`config.mk`:
```
export PLATFORM = sky130hd
export DESIGN_NAME = bbrl_mod
export DESIGN_NICKNAME = d
export VERILOG_FILES = /design/src/hw/rtl/bbrl_pkg.sv /design/src/hw/rtl/bbrl_mod.sv
export SDC_FILE = /design/constraint.sdc
export NUM_CORES = 1
export LEC_CHECK = 0
export BUFFER_PORTS_ARGS = -buffer_cell sky130_fd_sc_hd__buf_2
export CORE_MARGIN = 2
export CORE_UTILIZATION = 35
export DETAILED_ROUTE_END_ITERATION = 6
export PLACE_DENSITY_LB_ADDON = 0.15
export SYNTH_ARGS = -nofsm -noshare
export SYNTH_HDL_FRONTEND = slang
export SYNTH_SLANG_ARGS = --single-unit
```
`constraint.sdc`:
```
create_clock -name clk -period 4.4 [get_ports clk]
set_input_delay 0.88 -clock clk [delete_from_list [all_inputs] [get_ports clk]]
set_output_delay 0.88 -clock clk [all_outputs]
set_load 0.005 [all_outputs]
```
`src/hw/rtl/bbrl_pkg.sv`:
```
// shared types and constants of the block batch ring log
package bbrl_pkg;

  localparam int unsigned BLK_W      = 64;
  localparam int unsigned CNT_W      = 16;
  localparam int unsigned IDX_W      = 12;
  localparam int unsigned WORD_W     = 64;
  localparam int unsigned OP_W       = 2;
  localparam int unsigned STAT_W     = 2;
  localparam int unsigned COUNT_W    = 13;
  localparam int unsigned IN_DATA_W  = 160;
  localparam int unsigned OUT_DATA_W = 224;
  localparam int unsigned MOD_STEP   = 4;

  localparam logic [BLK_W-1:0] NO_BLOCK = '1;

  localparam logic [OP_W-1:0] OP_BEGIN  = 2'd0;
  localparam logic [OP_W-1:0] OP_RECORD = 2'd1;
  localparam logic [OP_W-1:0] OP_QUERY  = 2'd2;
  localparam logic [OP_W-1:0] OP_READ   = 2'd3;

  localparam logic [STAT_W-1:0] ST_OK   = 2'd0;
  localparam logic [STAT_W-1:0] ST_NONE = 2'd1;
  localparam logic [STAT_W-1:0] ST_REJ  = 2'd2;
  localparam logic [STAT_W-1:0] ST_DROP = 2'd3;

  typedef struct packed {
    logic wr;
    logic clr;
    logic clr_all;
  } slot_ctl_t;

endpackage

```
`src/hw/rtl/bbrl_mod.sv`:
```
// iterative remainder unit: block number modulo the slot count
module bbrl_mod #(
  parameter int unsigned DIVISOR = 64,
  localparam int unsigned RW = $clog2(DIVISOR)
) (
  input  logic                     clk,
  input  logic                     rst_n,
  input  logic                     start,
  input  logic [bbrl_pkg::BLK_W-1:0] value,
  output logic                     done,
  output logic [RW-1:0]            rem
);

  localparam bit          POW2  = (DIVISOR & (DIVISOR - 1)) == 0;
  localparam int unsigned NSTEP = bbrl_pkg::BLK_W / bbrl_pkg::MOD_STEP;
  localparam int unsigned SCW   = $clog2(NSTEP + 1);

  logic [bbrl_pkg::BLK_W-1:0] val_r;
  logic [RW-1:0]              rem_r, rem_nxt;
  logic [SCW-1:0]             step_r;
  logic                       busy_r, done_r;

  always_comb begin
    logic [RW:0]   t;
    logic [RW-1:0] r;
    r = rem_r;
    for (int i = 0; i < int'(bbrl_pkg::MOD_STEP); i++) begin
      t = {r, val_r[bbrl_pkg::BLK_W-1-i]};
      if (t >= (RW+1)'(DIVISOR)) begin
        t = t - (RW+1)'(DIVISOR);
      end
      r = t[RW-1:0];
    end
    rem_nxt = r;
  end

  always_ff @(posedge clk) begin
    if (!rst_n) begin
      busy_r <= 1'b0;
      done_r <= 1'b0;
      step_r <= '0;
    end else begin
      done_r <= 1'b0;
      if (start) begin
        if (POW2) begin
          done_r <= 1'b1;
        end else begin
          busy_r <= 1'b1;
          step_r <= SCW'(NSTEP);
        end
      end else if (busy_r) begin
        step_r <= step_r - 1'b1;
        if (step_r == SCW'(1)) begin
          busy_r <= 1'b0;
          done_r <= 1'b1;
        end
      end
    end
  end

  always_ff @(posedge clk) begin
    if (start) begin
      val_r <= value;
      rem_r <= POW2 ? value[RW-1:0] : '0;
    end else if (busy_r) begin
      val_r <= val_r << bbrl_pkg::MOD_STEP;
      rem_r <= rem_nxt;
    end
  end

  assign done = done_r;
  assign rem  = rem_r;

endmodule

```
==> metrics.md, run 1 <==
| Metric | Value |
|---|---|
| Result of the run | `completed` |
| Slowest CP cell | `buf_4` |
| Largest family of logic cells by synthesized area | `multiplexers` |
| Share of synthesized area spent on multiplexers | `0.217` |
| Net count of the mapped netlist | `258` |
| Sum of internal, switching and leakage power | `0.00148 W` |
| Cells along the critical path | `buf_2, buf_4, mux2_2` |
| Max-cap violations | `0` |
| Post-synthesis simple-gate area fraction | `0.0375` |
| Worst-path clk slew | `0.08 ns` |
| Insertion delay to the later sink of the worst-skew pair | `0.34 ns` |
| Global-route wire length before repair | `9250 µm` |
| # H-tree levels | `3` |
| Number of search-and-repair iterations in the first detailed-routing pass | `4` |
| Critical path launch point | `start` |
| Placed insts | `364` |
| Required time of the critical path | `4.48 ns` |
| Commonest cells post-synth | `edfxtp_1 (70), mux2_2 (62), dfxtp_1 (7), inv_1 (7)` |
| Worst reg2reg startpoint | `busy_r` |
| Die outline height | `101 µm` |
| Overflow left after global routing | `0` |
| TNS Setup | `0 ns` |
| Worst slew margin relative to its limit | `0.355` |
| Arithmetic-cell share of the synthesized area counting full adders, half adders and majority gates | `0.00766` |
| Dominant cell type by area after synthesis | `edfxtp_1` |
| Worst-case clock buffer depth | `2` |
| # Post-CTS Setup Buffers | `0` |
| DR vias | `1736` |
| Die Width | `101 µm` |
| Post-detailed-route wirelength per cell | `15.0 µm` |
| Biggest cell delay along the critical path | `0.69 ns` |
| Hold WC Path Type | `reg2reg` |
| Initial antenna violation count | `0` |
| Antenna-violating nets left | `0` |
| Share of synthesized registers carrying an async set or reset | `0` |
| Buffers and inverters on the worst path | `2` |
| Clock root buffer | `clkbuf_8` |
| TritonCTS clock tree | `yes` |
| Worst Max-Slew Pin Slew | `0.967 ns` |
| Finish-stage setup viols | `0` |
| Final nets | `333` |
| Area taken by flip-flops and latches | `2240 µm²` |
| Routed Wire Length | `5720 µm` |
| Sum of net half-perimeters after detailed placement | `3540 µm` |
| # rows | `35` |
| Flip-flop cell with the highest count after synthesis | `edfxtp_1` |
| Total count of hold-check failures in the final report | `0` |
| Leakage | `1.51 nW` |
| Critical Setup Path Class | `in2reg` |
| Avg Cell Area, Syn | `17.3 µm²` |
| Hold_sp | `step_r[4]` |
| Fraction of final layout cells sized beyond drive strength 1 | `0.565` |
| Crit path DAT | `2.13 ns` |
| Count of clock tree sinks | `77` |
| Non-filler cells, final | `380` |
| Number of I/O pins | `74` |
| Global Route Usage Sum | `0.122` |
| Instance count of the mapped netlist | `189` |
| Post-synthesis xor/xnor area fraction | `0.00536` |
| Core region area | `9150 µm²` |
| Startpoint Class | `input port` |
| Shortest period the worst path allows | `2.05 ns` |
| Power per cell area | `380 nW/µm²` |
| Number of warnings issued by yosys | `0` |
| Antenna cell count | `0` |
| Number of remaining DRC errors | `0` |
| Gate family responsible for the most delay along the worst path | `buffers and inverters` |
| RSZ-0062 raised after global routing | `false` |
| Final Cycle Share | `0.465` |
| Dominant cell by count in the synthesized netlist | `edfxtp_1` |
| Die ar. | `10100 µm²` |
| Vias in the first global route | `1835` |
| Leading post-synthesis cells by cell area | `edfxtp_1 (64%), mux2_2 (21%), dfxtp_1 (4.3%)` |
| Distinct cells, synth | `25` |
| Number of synthesized register bits | `77` |
| Via density per instance | `4.57` |
| Yosys top cell area share | `0.643` |
| Count of input and output buffers | `73` |
| Maximum ir drop on the vdd rail | `0.000206 V` |
| Initial Util | `0.357` |
| Largest driver fanout on the critical path | `76` |
| Mapped cell area | `3270 µm²` |
| Area taken by multi-input logic gates | `938 µm²` |
| Fill cell total of the finished layout | `833` |
| Cts repair resizes | `0` |
| Number of flops mapped to enable cells by yosys | `70` |
| Maximum number of pins on one net before global-route repair | `77` |
| Nature of the critical path endpoint | `flip-flop` |
| Max Clk Rate | `489 MHz` |
| Last weighted congestion value of the routability-driven placer | `0.685` |
| Drt initial violations | `72` |
| Worst setup skew after layout | `0.00938 ns` |
| Pins Over Slew Limit | `0` |
| Sequential fraction of the synthesis area | `0.686` |
| Growth of design area from synthesis to finish | `19.2%` |
| Post-cts hold buffer count | `0` |
| Inserted Clock Buffers | `9` |
| Compound-gate portion of the synthesized area | `0.0191` |
## flip-flops by register name (all words and copies together) (netlist names)
| signal | count |
|---|---|
| rem | 6 |
| val_r | 64 |
| busy_r | 1 |
| done | 1 |
| step_r | 5 |
## final timing paths
check                            endpoint  slack, ns  cells past startpoint
worst max-delay path            val_r[22]       2.35                      3
worst min-delay path            step_r[4]       0.48                      2
worst max register to register  val_r[27]       2.70                      1
worst min register to register  step_r[4]       0.48                      2
## metrics by stage
stage | hold WS (ns) | utilization | cell area (µm²) | worst slack (ns)
finish | 0.481 | 0.426 | 3900 | 2.35
global route | 0.534 | 0.426 | 3900 | 2.25
CTS | 0.485 | 0.426 | 3900 | 2.36
detailed placement | 0.471 | 0.406 | 3720 | 1.99
global placement | 0.466 | 0.406 | 3720 | 1.99
floorplan | 0.446 | - | 3270 | 1.84
## where the power goes
part	switching (W)	total (W)	internal, W
Clock	0.000249	0.000486	0.000237
Sequential	0.0000130	0.000871	0.000858
Combinational	0.0000510	0.000122	0.0000711
## per-layer routing
metal,vias up,part of all wire,global-route usage
li1,858,-,-
met1,823,0.44,0.152
met2,48,0.48,0.193
met3,7,0.067,0.0548
met4,0,0.013,0.0348
met5,-,0,0
## logic make-up (layout without fill, tap and decap cells)
logic type      count (synthesis)  in the layout
buf+inv                        17             97
compound gates                  9              9
simple gates                   19             19
xor+xnor                        2              2
fa+ha+maj                       2              2
mux                            63             63
flops                          77             77
## cells in the final DEF, fill, tap and decap left out, types with 2 or more instances in the layout
cell type,Yosys,final
buf_2,3,73
edfxtp_1,70,70
mux2_2,62,62
clkbuf_8,0,9
inv_1,7,7
dfxtp_1,7,7
and2_1,6,6
nand2_1,5,5
o21ai_0,4,4
clkinv_2,0,3
o211a_1,2,2
xnor2_1,2,2
ha_1,2,2
clkbuf_1,1,2
## final cells by class
type	count	area share
sequential	77	0.575
inverter	7	0.00674
multi-input combinational	95	0.241
clock inverter	4	0.00546
tap	111	0.0356
timing repair buffer	74	0.0957
clock buffer	12	0.0401
Power figures use the tool's default switching activity.
==> run 2: changes to the inputs <==
Settings changed: ABC_AREA from default to 1.
Clock period 4.4 ns to 1.7 ns, I/O delays scaled along.
==> run 2 against run 1 <==
Clock skew fell by 0.0052 ns. Sequential power grew to 2.6 times the previous value. Wire length rose by 11%. Design area is 3.4% higher. Clock-buffer cell count is 2 higher. First-iteration DRC count grew 67%. Worst hold slack worse by 0.21 ns. Worst setup slack got worse by 1.9 ns. Synthesized area down 0.11%. Non-clock buffer count rose by 7. Final cell count increased by 38%. Synthesized cell count rose by 75%. Largest cell class unchanged.
==> metrics.md, run 2 <==
| Metric | Value |
|---|---|
| Pre-CTS setup slack | `0.397 ns (was 1.99 ns)` |
| Via density per instance | `4.39 (was 4.57)` |
| Met3 Resource Use GR | `0.0416 (was 0.0548)` |
| Power per cell area | `995 nW/µm² (was 380 nW/µm²)` |
| Worst slew margin relative to its limit | `0.738 (was 0.355)` |
| Number of flops mapped to enable cells by yosys | `70 (unchanged)` |
| Routing layer with the top usage in global route | `met2 (unchanged)` |
| Most common cell after layout, fill and taps aside | `nand2_1 (was buf_2)` |
| Initial antenna violation count | `0 (unchanged)` |
| Antenna cell count | `0 (unchanged)` |
| Avg Cell Area, Syn | `9.86 µm² (was 17.3 µm²)` |
| # H-tree levels | `3 (unchanged)` |
| Die Width | `101 µm (about the same)` |
| Slowest CP cell | `edfxtp_1 (was buf_4)` |
| Max-cap violations | `0 (unchanged)` |
| Die ar. | `10100 µm² (about the same)` |
| Flip-flop cell with the highest count after synthesis | `edfxtp_1 (unchanged)` |
| Initial Util | `0.357 (about the same)` |
| Biggest cell delay along the critical path | `0.43 ns (was 0.69 ns)` |
| Count of clock tree sinks | `77 (unchanged)` |
| Insertion delay to the later sink of the worst-skew pair | `0.33 ns (was 0.34 ns)` |
| Number of remaining DRC errors | `0 (unchanged)` |
| Drt initial violations | `120 (was 72)` |
| Number of I/O pins | `74 (unchanged)` |
| Number of warnings issued by yosys | `0 (unchanged)` |
| Worst setup skew after layout | `0.00418 ns (was 0.00938 ns)` |
| Hold WC Path Type | `in2reg (was reg2reg)` |
| Met2 global-route usage | `0.197 (was 0.193)` |
| # rows | `35 (unchanged)` |
| Leading post-synthesis cells by cell area | `edfxtp_1 (64%), nand2_1 (23%), dfxtp_1 (4.3%) (was edfxtp_1 (64%), mux2_2 (21%), dfxtp_1 (4.3%))` |
| Dominant cell type by area after synthesis | `edfxtp_1 (unchanged)` |
| Result of the run | `completed (unchanged)` |
| Fraction of final layout cells sized beyond drive strength 1 | `0.238 (was 0.565)` |
| Mapped cell area | `3260 µm² (was 3270 µm²)` |
| Final Cycle Share | `0.742` |
| Vias in the first global route | `2211 (was 1835)` |
| Leakage | `1.92 nW (was 1.51 nW)` |
| Worst Max-Slew Pin Slew | `0.393 ns (was 0.967 ns)` |
| Maximum number of pins on one net before global-route repair | `52 (was 77)` |
| Pins Over Slew Limit | `0 (unchanged)` |
| Antenna-violating nets left | `0 (unchanged)` |
| Fill cell total of the finished layout | `920 (was 833)` |
| Global Route Usage Sum | `0.136 (was 0.122)` |
| Routed Wire Length | `6350 µm (was 5720 µm)` |
| Placed insts | `507 (was 364)` |
| Count of input and output buffers | `73 (unchanged)` |
| TritonCTS clock tree | `yes (unchanged)` |
| Instance count of the mapped netlist | `331 (was 189)` |
| Highest-count cells in the layout ignoring fill and taps | `nand2_1 (200), buf_2 (73), edfxtp_1 (70), inv_1 (12), clkbuf_8 (11) (was buf_2 (73), edfxtp_1 (70), mux2_2 (62), clkbuf_8 (9))` |
| Inserted Clock Buffers | `9 (unchanged)` |
| Shortest period the worst path allows | `1.26 ns` |
| Die outline height | `101 µm (about the same)` |
| Growth of design area from synthesis to finish | `23.4% (was 19.2%)` |
| Max Clk Rate | `793 MHz` |
| # Post-CTS Setup Buffers | `0 (unchanged)` |
| Global-route met1 utilization | `0.194 (was 0.152)` |
| Share of synthesized registers carrying an async set or reset | `0 (unchanged)` |
| Number of synthesized register bits | `77 (unchanged)` |
| Setup slack after layout | `0.439 ns (was 2.35 ns)` |
| Clock root buffer | `clkbuf_8 (unchanged)` |
| Buffers and inverters on the worst path | `1 (was 2)` |
| Largest driver fanout on the critical path | `2 (was 76)` |
| Dominant cell by count in the synthesized netlist | `nand2_1 (was edfxtp_1)` |
| Area taken by multi-input logic gates | `896 µm² (was 938 µm²)` |
| Commonest cells post-synth | `nand2_1 (201), edfxtp_1 (70), inv_1 (12) (was edfxtp_1 (70), mux2_2 (62), dfxtp_1 (7), inv_1 (7))` |
| Post-cts hold buffer count | `0 (unchanged)` |
| Nature of the critical path endpoint | `output pin (was flip-flop)` |
| Net count of the mapped netlist | `400 (was 258)` |
| Critical Setup Path Class | `reg2out (was in2reg)` |
| Cells along the critical path | `buf_2 (was buf_2, buf_4, mux2_2)` |
| Worst-case clock buffer depth | `2 (unchanged)` |
| Post-detailed-route wirelength per cell | `12.1 µm (was 15.0 µm)` |
| Worst-path clk slew | `0.08 ns (about the same)` |
| Core region area | `9150 µm² (unchanged)` |
| Final nets | `476 (was 333)` |
| Register bank with the most flops | `val_r (unchanged)` |
| Total count of hold-check failures in the final report | `0 (unchanged)` |
| Required time of the critical path | `1.36 ns (was 4.48 ns)` |
| Sequential fraction of the synthesis area | `0.687 (was 0.686)` |
| RSZ-0062 raised after global routing | `false (unchanged)` |
| Global-route wire length before repair | `10500 µm (was 9250 µm)` |
| Area taken by flip-flops and latches | `2240 µm² (unchanged)` |
| Yosys top cell area share | `0.644 (was 0.643)` |
| Non-filler cells, final | `523 (was 380)` |
| Startpoint Class | `flip-flop (was input port)` |
| Flip-flop count of the largest register, all copies and words added | `64 (unchanged)` |
| Number of search-and-repair iterations in the first detailed-routing pass | `4 (unchanged)` |
| Gate family responsible for the most delay along the worst path | `flip-flops (was buffers and inverters)` |
| Cts repair resizes | `0 (unchanged)` |
| Maximum ir drop on the vdd rail | `0.000354 V (was 0.000206 V)` |
| Crit path DAT | `0.92 ns (was 2.13 ns)` |
| Sum of net half-perimeters after detailed placement | `4410 µm (was 3540 µm)` |
| Last weighted congestion value of the routability-driven placer | `0.747 (was 0.685)` |
| Overflow left after global routing | `0 (unchanged)` |
| Finish-stage setup viols | `0 (unchanged)` |
| TNS Setup | `0 ns (unchanged)` |
| Distinct cells, synth | `18 (was 25)` |
| DR vias | `2296 (was 1736)` |
-- run 2: cell type report --
cell class              instances  share of cell area
clock buffers                  14              0.0509
clock inverters                 2             0.00248
inverters                      13              0.0121
multi-input cells             225               0.222
flip-flops and latches         77               0.557
well taps                     111              0.0345
repair buffers                 81               0.121
-- run 2: stage by stage --
step                power (W)  utilization  hold slack [ns]  cell area (µm²)
floorplan             0.00247            -            0.461             3270
global placement      0.00264        0.417            0.491             3810
detailed placement    0.00265        0.417            0.493             3810
CTS                   0.00407        0.440            0.246             4030
global route          0.00421        0.440            0.244             4030
finish                0.00401        0.440            0.271             4030
-- run 2: where the power goes --
group	leakage (nW)	switching (W)	total [W]	internal, W
sequential	0.753	0.0000345	0.00225	0.00222
clock	0.113	0.000630	0.00142	0.000785
combinational	1.06	0.000195	0.000343	0.000148
total	1.92	0.000859	0.00401	0.00315
-- run 2: cell families (layout without fill, tap and decap cells) --
group / count (synthesis) / in the layout / synth area share
and+or+nand+nor: 217 / 217 / 0.254
DFF: 77 / 77 / 0.687
adders and majority gates: 2 / 2 / 0.00766
AOI/OAI and AO/OA: 6 / 6 / 0.0104
buffers and inverters: 29 / 110 / 0.0410
-- run 2: routing by layer --
metal  routed length, µm  part of all wire  vias to the layer above
met5                   0                 0                        -
li1                    -                 -                     1210
met2                2730              0.43                       59
met1                3230              0.51                     1025
met3                 351             0.055                        2
met4                  36            0.0057                        0
-- run 2: worst paths after layout --
path | start | end | slack [ns] | cells after the start
worst max register to register | busy_r | val_r[10] | 0.45 | 3
worst min-delay path | value[32] | val_r[32] | 0.27 | 3
worst max-delay path | rem[1] | rem[1] | 0.44 | 1
worst min register to register | step_r[4] | step_r[4] | 0.51 | 2
